**src/rtl/motor_feedback_turn_tracker_top_defines.svh**
```systemverilog
// Assertion macros shared by the turn tracker RTL.
`ifndef MOTOR_FEEDBACK_TURN_TRACKER_TOP_DEFINES_SVH
`define MOTOR_FEEDBACK_TURN_TRACKER_TOP_DEFINES_SVH

// Same-cycle implication, checked on every rising edge outside reset.
`define MFTT_ASSERT_NOW(label, pre, post) \
  label: assert property (@(posedge clk) disable iff (rst) (pre) |-> (post)) \
    else $error("mftt assertion failed");

// Next-cycle implication.
`define MFTT_ASSERT_NEXT(label, pre, post) \
  label: assert property (@(posedge clk) disable iff (rst) (pre) |=> (post)) \
    else $error("mftt assertion failed");

`endif

```
**src/rtl/mftt_pkg.sv**
```systemverilog
// Types and constants for the motor feedback turn tracker.
package mftt_pkg;

  localparam int CFG_IDX_W  = 3;
  localparam int CFG_DATA_W = 16;

  typedef enum logic [CFG_IDX_W-1:0] {
    CFG_BUS0_BASE_ID   = 3'd0,
    CFG_BUS0_FIRST     = 3'd1,
    CFG_BUS0_COUNT     = 3'd2,
    CFG_BUS1_BASE_ID   = 3'd3,
    CFG_BUS1_FIRST     = 3'd4,
    CFG_BUS1_COUNT     = 3'd5,
    CFG_TURN_ENABLE    = 3'd6,
    CFG_WRAP_THRESHOLD = 3'd7
  } cfg_reg_e;

  localparam logic [10:0] RST_BUS0_BASE_ID   = 11'd513;
  localparam logic [2:0]  RST_BUS0_FIRST     = 3'd4;
  localparam logic [3:0]  RST_BUS0_COUNT     = 4'd4;
  localparam logic [10:0] RST_BUS1_BASE_ID   = 11'd513;
  localparam logic [2:0]  RST_BUS1_FIRST     = 3'd0;
  localparam logic [3:0]  RST_BUS1_COUNT     = 4'd5;
  localparam logic [7:0]  RST_TURN_ENABLE    = 8'd31;
  localparam logic [15:0] RST_WRAP_THRESHOLD = 16'd5000;

  // A bus never maps more identifiers than this.
  localparam logic [3:0]  MAX_ID_COUNT = 4'd8;

  localparam logic signed [31:0] TURNS_MIN = 32'sh8000_0000;
  localparam logic signed [31:0] TURNS_MAX = 32'sh7FFF_FFFF;

  typedef struct packed {
    logic        bus_sel;
    logic [10:0] frame_id;
    logic [63:0] payload;
    logic        clear_turns;
  } frame_in_t;

  typedef struct packed {
    logic               accepted;
    logic [2:0]         slot;
    logic [15:0]        angle;
    logic signed [15:0] speed;
    logic [15:0]        current;
    logic [7:0]         temperature;
    logic signed [31:0] turns;
  } frame_out_t;

endpackage

```
**src/rtl/motor_feedback_turn_tracker_top.sv**
```systemverilog
// Motor feedback turn tracker: maps a CAN feedback frame to a motor slot and
// keeps a per-slot multi-turn count from encoder wraps. Timing: one frame per
// clock is sustained while the output is not stalled; each passes the update
// stage, then the output register. Per-slot last angle and turn count live in
// two memories with a registered read, issued when a frame is taken; the
// write-back happens as the frame leaves the update stage, with a forwarding
// register covering back-to-back frames to the same slot. Reset and the clear
// flag act through per-slot valid bits, so no clearing pass exists. The user
// writes configuration through cfg_* while no frame is in flight (not enforced).
`include "motor_feedback_turn_tracker_top_defines.svh"

module motor_feedback_turn_tracker_top
  import mftt_pkg::*;
#(
  parameter int MOTOR_SLOTS = 8
) (
  input  logic                  clk,
  input  logic                  rst,
  // frame input transaction
  input  logic                  in_valid,
  output logic                  in_stall,
  input  frame_in_t             in_data,
  // result transaction
  output logic                  out_valid,
  input  logic                  out_stall,
  output frame_out_t            out_data,
  // configuration write
  input  logic                  cfg_valid,
  output logic                  cfg_ready,
  input  logic [CFG_IDX_W-1:0]  cfg_index,
  input  logic [CFG_DATA_W-1:0] cfg_data
);

  localparam int SLOT_AW = (MOTOR_SLOTS > 1) ? $clog2(MOTOR_SLOTS) : 1;

  // ---------------------------------------------------------------------------
  // Configuration registers
  // ---------------------------------------------------------------------------
  logic [10:0] bus0_base_id, bus1_base_id;
  logic [2:0]  bus0_first_slot, bus1_first_slot;
  logic [3:0]  bus0_id_count, bus1_id_count;
  logic [7:0]  turn_count_enable;
  logic [15:0] wrap_threshold;

  assign cfg_ready = 1'b1;

  always_ff @(posedge clk) begin
    if (rst) begin
      bus0_base_id      <= RST_BUS0_BASE_ID;
      bus0_first_slot   <= RST_BUS0_FIRST;
      bus0_id_count     <= RST_BUS0_COUNT;
      bus1_base_id      <= RST_BUS1_BASE_ID;
      bus1_first_slot   <= RST_BUS1_FIRST;
      bus1_id_count     <= RST_BUS1_COUNT;
      turn_count_enable <= RST_TURN_ENABLE;
      wrap_threshold    <= RST_WRAP_THRESHOLD;
    end else if (cfg_valid && cfg_ready) begin
      unique case (cfg_reg_e'(cfg_index))
        CFG_BUS0_BASE_ID:   bus0_base_id      <= cfg_data[10:0];
        CFG_BUS0_FIRST:     bus0_first_slot   <= cfg_data[2:0];
        CFG_BUS0_COUNT:     bus0_id_count     <= cfg_data[3:0];
        CFG_BUS1_BASE_ID:   bus1_base_id      <= cfg_data[10:0];
        CFG_BUS1_FIRST:     bus1_first_slot   <= cfg_data[2:0];
        CFG_BUS1_COUNT:     bus1_id_count     <= cfg_data[3:0];
        CFG_TURN_ENABLE:    turn_count_enable <= cfg_data[7:0];
        CFG_WRAP_THRESHOLD: wrap_threshold    <= cfg_data;
        default: ;
      endcase
    end
  end

  // ---------------------------------------------------------------------------
  // Input stage: identifier to slot mapping, memory read issue
  // ---------------------------------------------------------------------------
  logic [10:0]        map_base;
  logic [2:0]         map_first;
  logic [3:0]         map_count;
  logic [3:0]         map_count_eff;
  logic signed [11:0] map_offset;
  logic [2:0]         in_slot;
  logic               in_acc;
  logic [SLOT_AW-1:0] in_idx;
  logic               in_take;

  always_comb begin
    map_base   = in_data.bus_sel ? bus1_base_id    : bus0_base_id;
    map_first  = in_data.bus_sel ? bus1_first_slot : bus0_first_slot;
    map_count  = in_data.bus_sel ? bus1_id_count   : bus0_id_count;
    map_count_eff = (map_count > MAX_ID_COUNT) ? MAX_ID_COUNT : map_count;
    map_offset = $signed({1'b0, in_data.frame_id}) - $signed({1'b0, map_base});
    in_slot    = map_first + map_offset[2:0];
    in_acc     = !map_offset[11] && (map_offset[10:0] < {7'd0, map_count_eff})
                 && (int'(in_slot) < MOTOR_SLOTS);
    in_idx     = SLOT_AW'(in_slot);
  end

  // ---------------------------------------------------------------------------
  // Update stage registers
  // ---------------------------------------------------------------------------
  logic               s1_valid;
  logic               s1_acc;
  logic               s1_clr;
  logic [2:0]         s1_slot;
  logic [SLOT_AW-1:0] s1_idx;
  logic [63:0]        s1_payload;
  logic               s1_adv;

  assign s1_adv   = s1_valid && (!out_valid || !out_stall);
  assign in_stall = s1_valid && !s1_adv;
  assign in_take  = in_valid && !in_stall;

  always_ff @(posedge clk) begin
    if (rst) begin
      s1_valid <= 1'b0;
    end else if (in_take) begin
      s1_valid <= 1'b1;
    end else if (s1_adv) begin
      s1_valid <= 1'b0;
    end
  end

  always_ff @(posedge clk) begin
    if (in_take) begin
      s1_acc     <= in_acc;
      s1_clr     <= in_data.clear_turns;
      s1_slot    <= in_slot;
      s1_idx     <= in_idx;
      s1_payload <= in_data.payload;
    end
  end

  // ---------------------------------------------------------------------------
  // State memories, valid bits and forwarding
  // ---------------------------------------------------------------------------
  logic [15:0]        angle_mem [MOTOR_SLOTS];
  logic signed [31:0] turn_mem  [MOTOR_SLOTS];
  logic [15:0]        rd_angle;
  logic signed [31:0] rd_turn;
  logic [MOTOR_SLOTS-1:0] angle_vld, turn_vld;
  logic [MOTOR_SLOTS-1:0] angle_vld_next, turn_vld_next;

  // Last write-back, replayed when the next frame read the same slot in the
  // very cycle that slot was written.
  logic               fwd_hit;
  logic [15:0]        fwd_angle;
  logic signed [31:0] fwd_turn;

  logic               s1_write;
  logic [15:0]        new_angle;
  logic signed [31:0] new_turn;

  assign s1_write = s1_adv && s1_acc;

  always_ff @(posedge clk) begin
    if (in_take) begin
      rd_angle <= angle_mem[in_idx];
      rd_turn  <= turn_mem[in_idx];
    end
    if (s1_write) begin
      angle_mem[s1_idx] <= new_angle;
      turn_mem[s1_idx]  <= new_turn;
    end
  end

  always_ff @(posedge clk) begin
    if (rst) begin
      fwd_hit <= 1'b0;
    end else if (in_take) begin
      fwd_hit <= s1_write && in_acc && (s1_idx == in_idx);
    end
  end

  always_ff @(posedge clk) begin
    if (s1_write) begin
      fwd_angle <= new_angle;
      fwd_turn  <= new_turn;
    end
  end

  always_comb begin
    angle_vld_next = angle_vld;
    turn_vld_next  = turn_vld;
    if (s1_adv && s1_clr) begin
      turn_vld_next = '0;
    end
    for (int i = 0; i < MOTOR_SLOTS; i++) begin
      if (s1_write && (int'(s1_idx) == i)) begin
        angle_vld_next[i] = 1'b1;
        turn_vld_next[i]  = 1'b1;
      end
    end
  end

  always_ff @(posedge clk) begin
    if (rst) begin
      angle_vld <= '0;
      turn_vld  <= '0;
    end else begin
      angle_vld <= angle_vld_next;
      turn_vld  <= turn_vld_next;
    end
  end

  // ---------------------------------------------------------------------------
  // Update: wrap detection and saturating turn count
  // ---------------------------------------------------------------------------
  logic [15:0]        old_angle;
  logic signed [31:0] old_turn;
  logic signed [16:0] delta;
  logic signed [17:0] thr_pos, thr_neg;
  logic               slot_en;

  always_comb begin
    old_angle = fwd_hit ? fwd_angle : (angle_vld[s1_idx] ? rd_angle : 16'd0);
    if (s1_clr) begin
      old_turn = '0;
    end else if (fwd_hit) begin
      old_turn = fwd_turn;
    end else begin
      old_turn = turn_vld[s1_idx] ? rd_turn : 32'sd0;
    end
    new_angle = s1_payload[63:48];
    delta     = $signed({1'b0, new_angle}) - $signed({1'b0, old_angle});
    thr_pos   = $signed({2'b00, wrap_threshold});
    thr_neg   = -thr_pos;
    slot_en   = turn_count_enable[s1_slot];
    new_turn  = old_turn;
    if (slot_en) begin
      priority if (18'(delta) > thr_pos) begin
        if (old_turn != TURNS_MIN) new_turn = old_turn - 32'sd1;
      end else if (18'(delta) < thr_neg) begin
        if (old_turn != TURNS_MAX) new_turn = old_turn + 32'sd1;
      end else begin
        new_turn = old_turn;
      end
    end
  end

  // ---------------------------------------------------------------------------
  // Output register
  // ---------------------------------------------------------------------------
  frame_out_t out_next;

  always_comb begin
    out_next = '0;
    if (s1_acc) begin
      out_next.accepted    = 1'b1;
      out_next.slot        = s1_slot;
      out_next.angle       = new_angle;
      out_next.speed       = $signed(s1_payload[47:32]);
      out_next.current     = s1_payload[31:16];
      out_next.temperature = s1_payload[15:8];
      out_next.turns       = new_turn;
    end
  end

  always_ff @(posedge clk) begin
    if (rst) begin
      out_valid <= 1'b0;
    end else if (s1_adv) begin
      out_valid <= 1'b1;
    end else if (!out_stall) begin
      out_valid <= 1'b0;
    end
  end

  always_ff @(posedge clk) begin
    if (s1_adv) begin
      out_data <= out_next;
    end
  end

  // ---------------------------------------------------------------------------
  // Assertions
  // ---------------------------------------------------------------------------
  `MFTT_ASSERT_NOW(a_stall_only_busy, in_stall, s1_valid)
  `MFTT_ASSERT_NOW(a_reject_zero, out_valid && !out_data.accepted,
                   out_data.turns == 32'sd0 && out_data.angle == 16'd0)
  `MFTT_ASSERT_NOW(a_slot_in_range, out_valid && out_data.accepted,
                   int'(out_data.slot) < MOTOR_SLOTS)
  `MFTT_ASSERT_NEXT(a_clear_leaves_one, s1_adv && s1_clr, $onehot0(turn_vld))

endmodule

```
**config.mk**
```make
export PLATFORM = sky130hd
export DESIGN_NAME = motor_feedback_turn_tracker_top
export DESIGN_NICKNAME = d
export VERILOG_FILES = /design/src/rtl/mftt_pkg.sv /design/src/rtl/motor_feedback_turn_tracker_top.sv
export VERILOG_INCLUDE_DIRS = /design/src /design/src/rtl
export SDC_FILE = /design/constraint.sdc
export NUM_CORES = 1
export LEC_CHECK = 0
export ABC_AREA = 1
export ABC_CLOCK_PERIOD_IN_PS = 27100
export BUFFER_PORTS_ARGS = -buffer_cell sky130_fd_sc_hd__buf_2
export CORE_ASPECT_RATIO = 0.8
export CORE_UTILIZATION = 40
export CTS_BUF_LIST = sky130_fd_sc_hd__clkbuf_8
export CTS_CLUSTER_DIAMETER = 200
export DETAILED_ROUTE_END_ITERATION = 16
export PLACE_DENSITY_LB_ADDON = 0.05
export SYNTH_ARGS = -nofsm -noshare
export SYNTH_HDL_FRONTEND = slang
export SYNTH_SLANG_ARGS = --single-unit
```
**constraint.sdc**
```tcl
create_clock -name clk -period 27.1 [get_ports clk]
set_clock_uncertainty 0.15 [all_clocks]
set_input_delay 5.42 -clock clk [delete_from_list [all_inputs] [get_ports clk]]
set_output_delay 5.42 -clock clk [all_outputs]
set_load 0.05 [all_outputs]
```
# Yosys cells after proc, flatten, opt, wreduce, memory -nomap -nowiden
# Memory sizes are Yosys's and may differ from the RTL's. A register that Yosys moved wholly into a read port is not among the register bits.
# Cells that the tools add are included.
totals:
  output_inout_bits: 95
  ramBits: 384
  reg_bits: 288
  n_memories: 2
  input_bits: 101
op_classes:
  n_mux: 36
  order_cmp: 5
  addsub: 6
  eq_ne: 18
  reduce_logical: 41
memory_table:
  columns: ["memory", "words", "word_bits", "read_ports", "rd_clocked_by_memory_dff", "write_ports", "line_no", "source"]
  rows:
  - ["turn_mem", 8, 32, 1, 1, 1, "motor_feedback_turn_tracker_top.sv:136", "logic signed [31:0] turn_mem [MOTOR_SLOTS];"]
  - ["angle_mem", 8, 16, 1, 1, 1, "motor_feedback_turn_tracker_top.sv:135", "logic [15:0] angle_mem [MOTOR_SLOTS];"]
ops:
  columns: ["op", "count"]
  rows:
  - ["$mux W32", 8]
  - ["$mux W92", 1]
  - ["$ne A32 B32 Y1 const B", 2]
  - ["$add A32 B2 Y32 const B", 1]
  - ["$mux W16", 2]
  - ["$sub A32 B2 Y32 const B", 1]
  - ["$eq A3 B3 Y1 const B", 8]
  - ["$lt A17 B18 Y1", 1]
  - ["$neg A16 Y18", 1]
  - ["$reduce_bool A2 Y1", 9]
  - ["$gt A17 B17 Y1", 1]
  - ["$mux W1", 17]
  - ["$sub A16 B16 Y17", 1]
  - ["$logic_and A1 B1 Y1", 16]
  - ["$reduce_and A2 Y1", 8]
  - ["$eq A3 B2 Y1 const B", 4]
  - ["$sub A11 B11 Y12", 1]
  - ["$lt A11 B4 Y1", 1]
  - ["$mux W11", 1]
  - ["$bmux W1 S3", 3]
  - ["$mux W4", 2]
  - ["$mux W8", 1]
  - ["$eq A3 B1 Y1 const B", 2]
  - ["$logic_not A3 Y1", 2]
  - ["8 further kinds", 12]

# Longest topological paths before layout
logic_depth:
  word_depth: 11
  mapped_depth: 38
  depth_no_buf: 35

# Least setup slack after synthesis
# OpenSTA, ideal clock, no wires.
synth_path:
  kind: "in2reg"
  start: "input port out_stall"
  end: "memory angle_mem[4][0] (enable)"
  cell_stages: 3
  setup_time_ns: 0.518
  path_buffers: 0
  required_ns: 26.432
  arrival_time_ns: 14.811
  slack_ns: 11.621
  path_cell_list: "a21oi_1 nand2_1 nor3_1"
synth_via:
  elab_chain_len: 6
synth_lines:
  columns: ["item", "line_no", "source"]
  rows:
  - ["start: declaration", "motor_feedback_turn_tracker_top.sv:25", "input logic out_stall,"]
  - ["$logic_not A1 Y1", null, null]
  - ["$logic_or A1 B1 Y1", "motor_feedback_turn_tracker_top.sv:108", "assign s1_adv = s1_valid && (!out_valid || !out_stall);"]
  - ["$logic_and A1 B1 Y1", "motor_feedback_turn_tracker_top.sv:108", null]
  - ["$logic_and A1 B1 Y1", "motor_feedback_turn_tracker_top.sv:152", "assign s1_write = s1_adv && s1_acc;"]
  - ["$mux W1", "motor_feedback_turn_tracker_top.sv:159", "if (s1_write) begin"]
  - ["$mux W1 (implied by the code)", "motor_feedback_turn_tracker_top.sv:160", "angle_mem[s1_idx] <= new_angle;"]
  - ["end: declaration", "motor_feedback_turn_tracker_top.sv:135", null]
# No other way between the ends.

# Worst setup path in the final report
layout_path:
  start: "input port out_stall"
  end: "output port in_stall"
layout_via:
  elab_chain_len: 5
layout_lines:
  columns: ["item", "line_no", "source"]
  rows:
  - ["$logic_not A1 Y1", null, null]
  - ["$logic_or A1 B1 Y1", "motor_feedback_turn_tracker_top.sv:108", null]
  - ["$logic_and A1 B1 Y1", "motor_feedback_turn_tracker_top.sv:108", null]
  - ["$logic_not A1 Y1", "motor_feedback_turn_tracker_top.sv:109", "assign in_stall = s1_valid && !s1_adv;"]
  - ["$logic_and A1 B1 Y1", "motor_feedback_turn_tracker_top.sv:109", null]
  - ["end: declaration", "motor_feedback_turn_tracker_top.sv:21", "output logic in_stall,"]
# No other way between the ends.

==> results.md <==
- Outcome: finished, final reports clean
- Tot GR Track Use: 22.8%
- Max_cap viols: 0
- DIE HEIGHT: 260 um
- Via/cell ratio: 5.28
- Count of cell types in the netlist: 50
- Post-synth ARST share: 0%
- Insertion delay to the later sink of the worst-skew pair: 760 ps
- Final wirelength: 97.9 mm
- Gate Count Post-Synth: 3371
- Resized cells post-CTS: 0
- Post-layout min period: 11590 ps
- I/O Buffers: 186
- Maximum VDD drop: 0.0000383 V
- Share of layout cells above drive strength 1: 12.1%
- Met3 Use GR: 3.61%
- Final Net Count: 3728
- Post-synth EDFFs: 633
- Critical path type: in2out
- Mux cell area share after synthesis: 0.300%
- TritonCTS clock tree: done
- IO Count: 196
- CP endpoint kind: output pin
- Primary FF master, synth: edfxtp_1
- RD Place Congestion: 0.951
- Leak Pwr: 15.2 nW
- Hold Path Class: reg2reg
- Worst Tran Pin Value: 1100 ps
- Post-DR wirelength/cell: 20.5 um
- Final Hold Viols: 0
- Vias: 25100
- Core area: 82300 sq um
- Nature of the critical path startpoint: input port
- Largest family of logic cells by synthesized area: simple AND/OR/NAND/NOR gates
- Setup TNS: 0 ps
- Clock H-tree levels: 3
- Warnings from Yosys: 0
- Synth Area in Compound Gates: 9.71%
- Clock sinks: 712
- Crit Path Max Fanout: 2
- Initial core utilization: 40.5%
- PnR worst setup slack: 15510 ps
- Final Cycle Share: 42.8%
- GR Overflow Total: 0
- Relative slew slack: 26.3%
- Final setup fails: 0
- WP data arrival: 6020 ps
- Layout area overhead: 12.7%
- Root Buffer: clkbuf_8
- Grt met2 use: 36.5%
- Met1 Track Usage GR: 32.3%
- Hold WS: 305 ps
- # hold bufs at CTS: 0
- Syn avg cell area: 9.89 sq um
- Net count after synthesis: 3538
- Max-slew violations: 0
- Antenna viol nets, final: 0
- Synth top area share: 57.0%
- Adder-cell share of the synthesized area: 2.54%
- CTS clk-pin slew, worst paths: 60 ps
- Area of the multi-input gates: 11100 sq um
- Fillers: 7948
- Data required, critical path: 21530 ps
- Worst-case clock buffer depth: 3
- Yosys reg bits: 712
- Sequential area share after synthesis: 61.7%
- RSZ-0062 raised after global routing: false
- Core Rows: 94
- Drt first-iter violations: 2163
- Xor and xnor area share after synthesis: 0.919%
- Mapped cell area: 33300 sq um
- PD cells: 73.9 nW/um^2
- Setup bufs post-CTS: 0
- Peak Freq: 0.0863 GHz
- DIE WIDTH: 325 um
- Router iterations before antenna repair: 6
- Register area: 20600 sq um
- DRC viols: 0
- Busiest grt layer: met2
- Area leader, netlist: edfxtp_1
- Vias in the first global route: 24400
- Initial antenna violation count: 1
- Post-Synth Simple-Gate Area: 19.4%
- Synth top area cells: edfxtp_1 57%, nand2_1 8.2%, nor2_1 4.8%
- Pin count of the biggest net entering global routing: 78
- Die footprint: 84500 sq um
- First-pass GRT wire length: 147 mm
- CTS buffer count: 116
- Detail Placement HPWL: 61.3 mm
- Post-placement setup slack: 15510 ps
[registers in the layout, indices dropped and copies added (netlist names), 16 cells and up]
| name | cells |
|---|---|
| turn_mem | 256 |
| angle_mem | 128 |
| out_data | 92 |
| s1_payload | 56 |
| fwd_turn | 32 |
| rd_turn | 32 |
| fwd_angle | 16 |
| rd_angle | 16 |
| wrap_threshold | 16 |
[final timing paths]
| check | from | end | slack (ps) | cells past startpoint |
|---|---|---|---|---|
| max | out_stall | in_stall | 15510 | 4 |
| max reg2reg | s1_idx[1] | turn_mem[6][24] | 19990 | 34 |
| min | bus0_first_slot[0] | bus0_first_slot[0] | 300 | 2 |
| min reg2reg | bus0_first_slot[0] | bus0_first_slot[0] | 300 | 2 |
[area by class of cell]
cell class              count  share of cell area, %
diodes                      2                 0.0133
flip-flops and latches    712                   54.8
clock buffers             120                   4.39
clock inverters            95                   1.43
inverters                 293                   2.97
multi-input cells        2211                   29.4
well taps                1104                   3.68
repair buffers            227                   3.30
[worst max-delay path: stages]
cell and delay (ps):
buf_2 120, nand2_1 80, nor2_1 120, buf_2 280
[layout by cell type, fill, tap and decap left out, types with 7 or more instances in the layout]
cell,instances
nand3_1,269
edfxtp_1,633
a21oi_1,107
clkbuf_8,120
buf_4,41
nand3b_1,30
nor2_1,426
nor2_2,10
buf_2,186
o22ai_1,54
o21a_1,48
nor3_2,9
dfxtp_1,78
inv_1,310
clkinv_2,18
mux2i_1,10
o221ai_1,49
ha_1,62
xnor2_1,7
nand4_1,26
clkinv_1,38
nand2_2,12
nand2_1,725
xor2_1,28
o21ai_0,278
[routing by layer]
metal / routed length [um] / up-vias
met1: 46700 / 12300
li1: - / 12000
met4: 1960 / 0
met2: 44300 / 675
met5: 0 / -
met3: 4900 / 125
[power by group]
part           switching, mW  internal [mW]
combinational          0.422          0.157
clock                  0.445          0.437
sequential            0.0202           1.30
[cells by family (layout without fill, tap and decap cells)]
| group | after synthesis | count (layout) |
|---|---|---|
| AO/OA/AOI/OAI | 562 | 562 |
| AND/OR/NAND/NOR | 1537 | 1537 |
| flip-flops | 712 | 712 |
| XOR/XNOR | 35 | 35 |
| multiplexers | 10 | 10 |
| buffers and inverters | 448 | 735 |
| other | 1 | 3 |
| adder cells (fa/ha/maj) | 66 | 66 |
[cell usage after synthesis (13+ instances only)]
library cell / n
o21ai_0: 278
ha_1: 63
nor2_1: 427
a21oi_1: 108
inv_1: 281
buf_2: 27
xor2_1: 28
nand3_1: 270
nand2_1: 726
o22ai_1: 54
nor3_1: 13
o221ai_1: 49
o21a_1: 48
nand4_1: 26
nand3b_1: 30
dfxtp_1: 79
clkbuf_1: 110
edfxtp_1: 633
[metrics by stage]
step                std cells  util, %  instance area [sq um]  power [mW]
floorplan                3371        -                  33300        1.73
global placement         4547     43.0                  35400        1.91
detailed placement       4547     43.0                  35400        1.92
CTS                      4762     45.6                  37600        2.81
global route             4764     45.6                  37600        2.91
finish                   4764     45.6                  37600        2.78
Note: power is estimated with default switching activity, not from simulation.
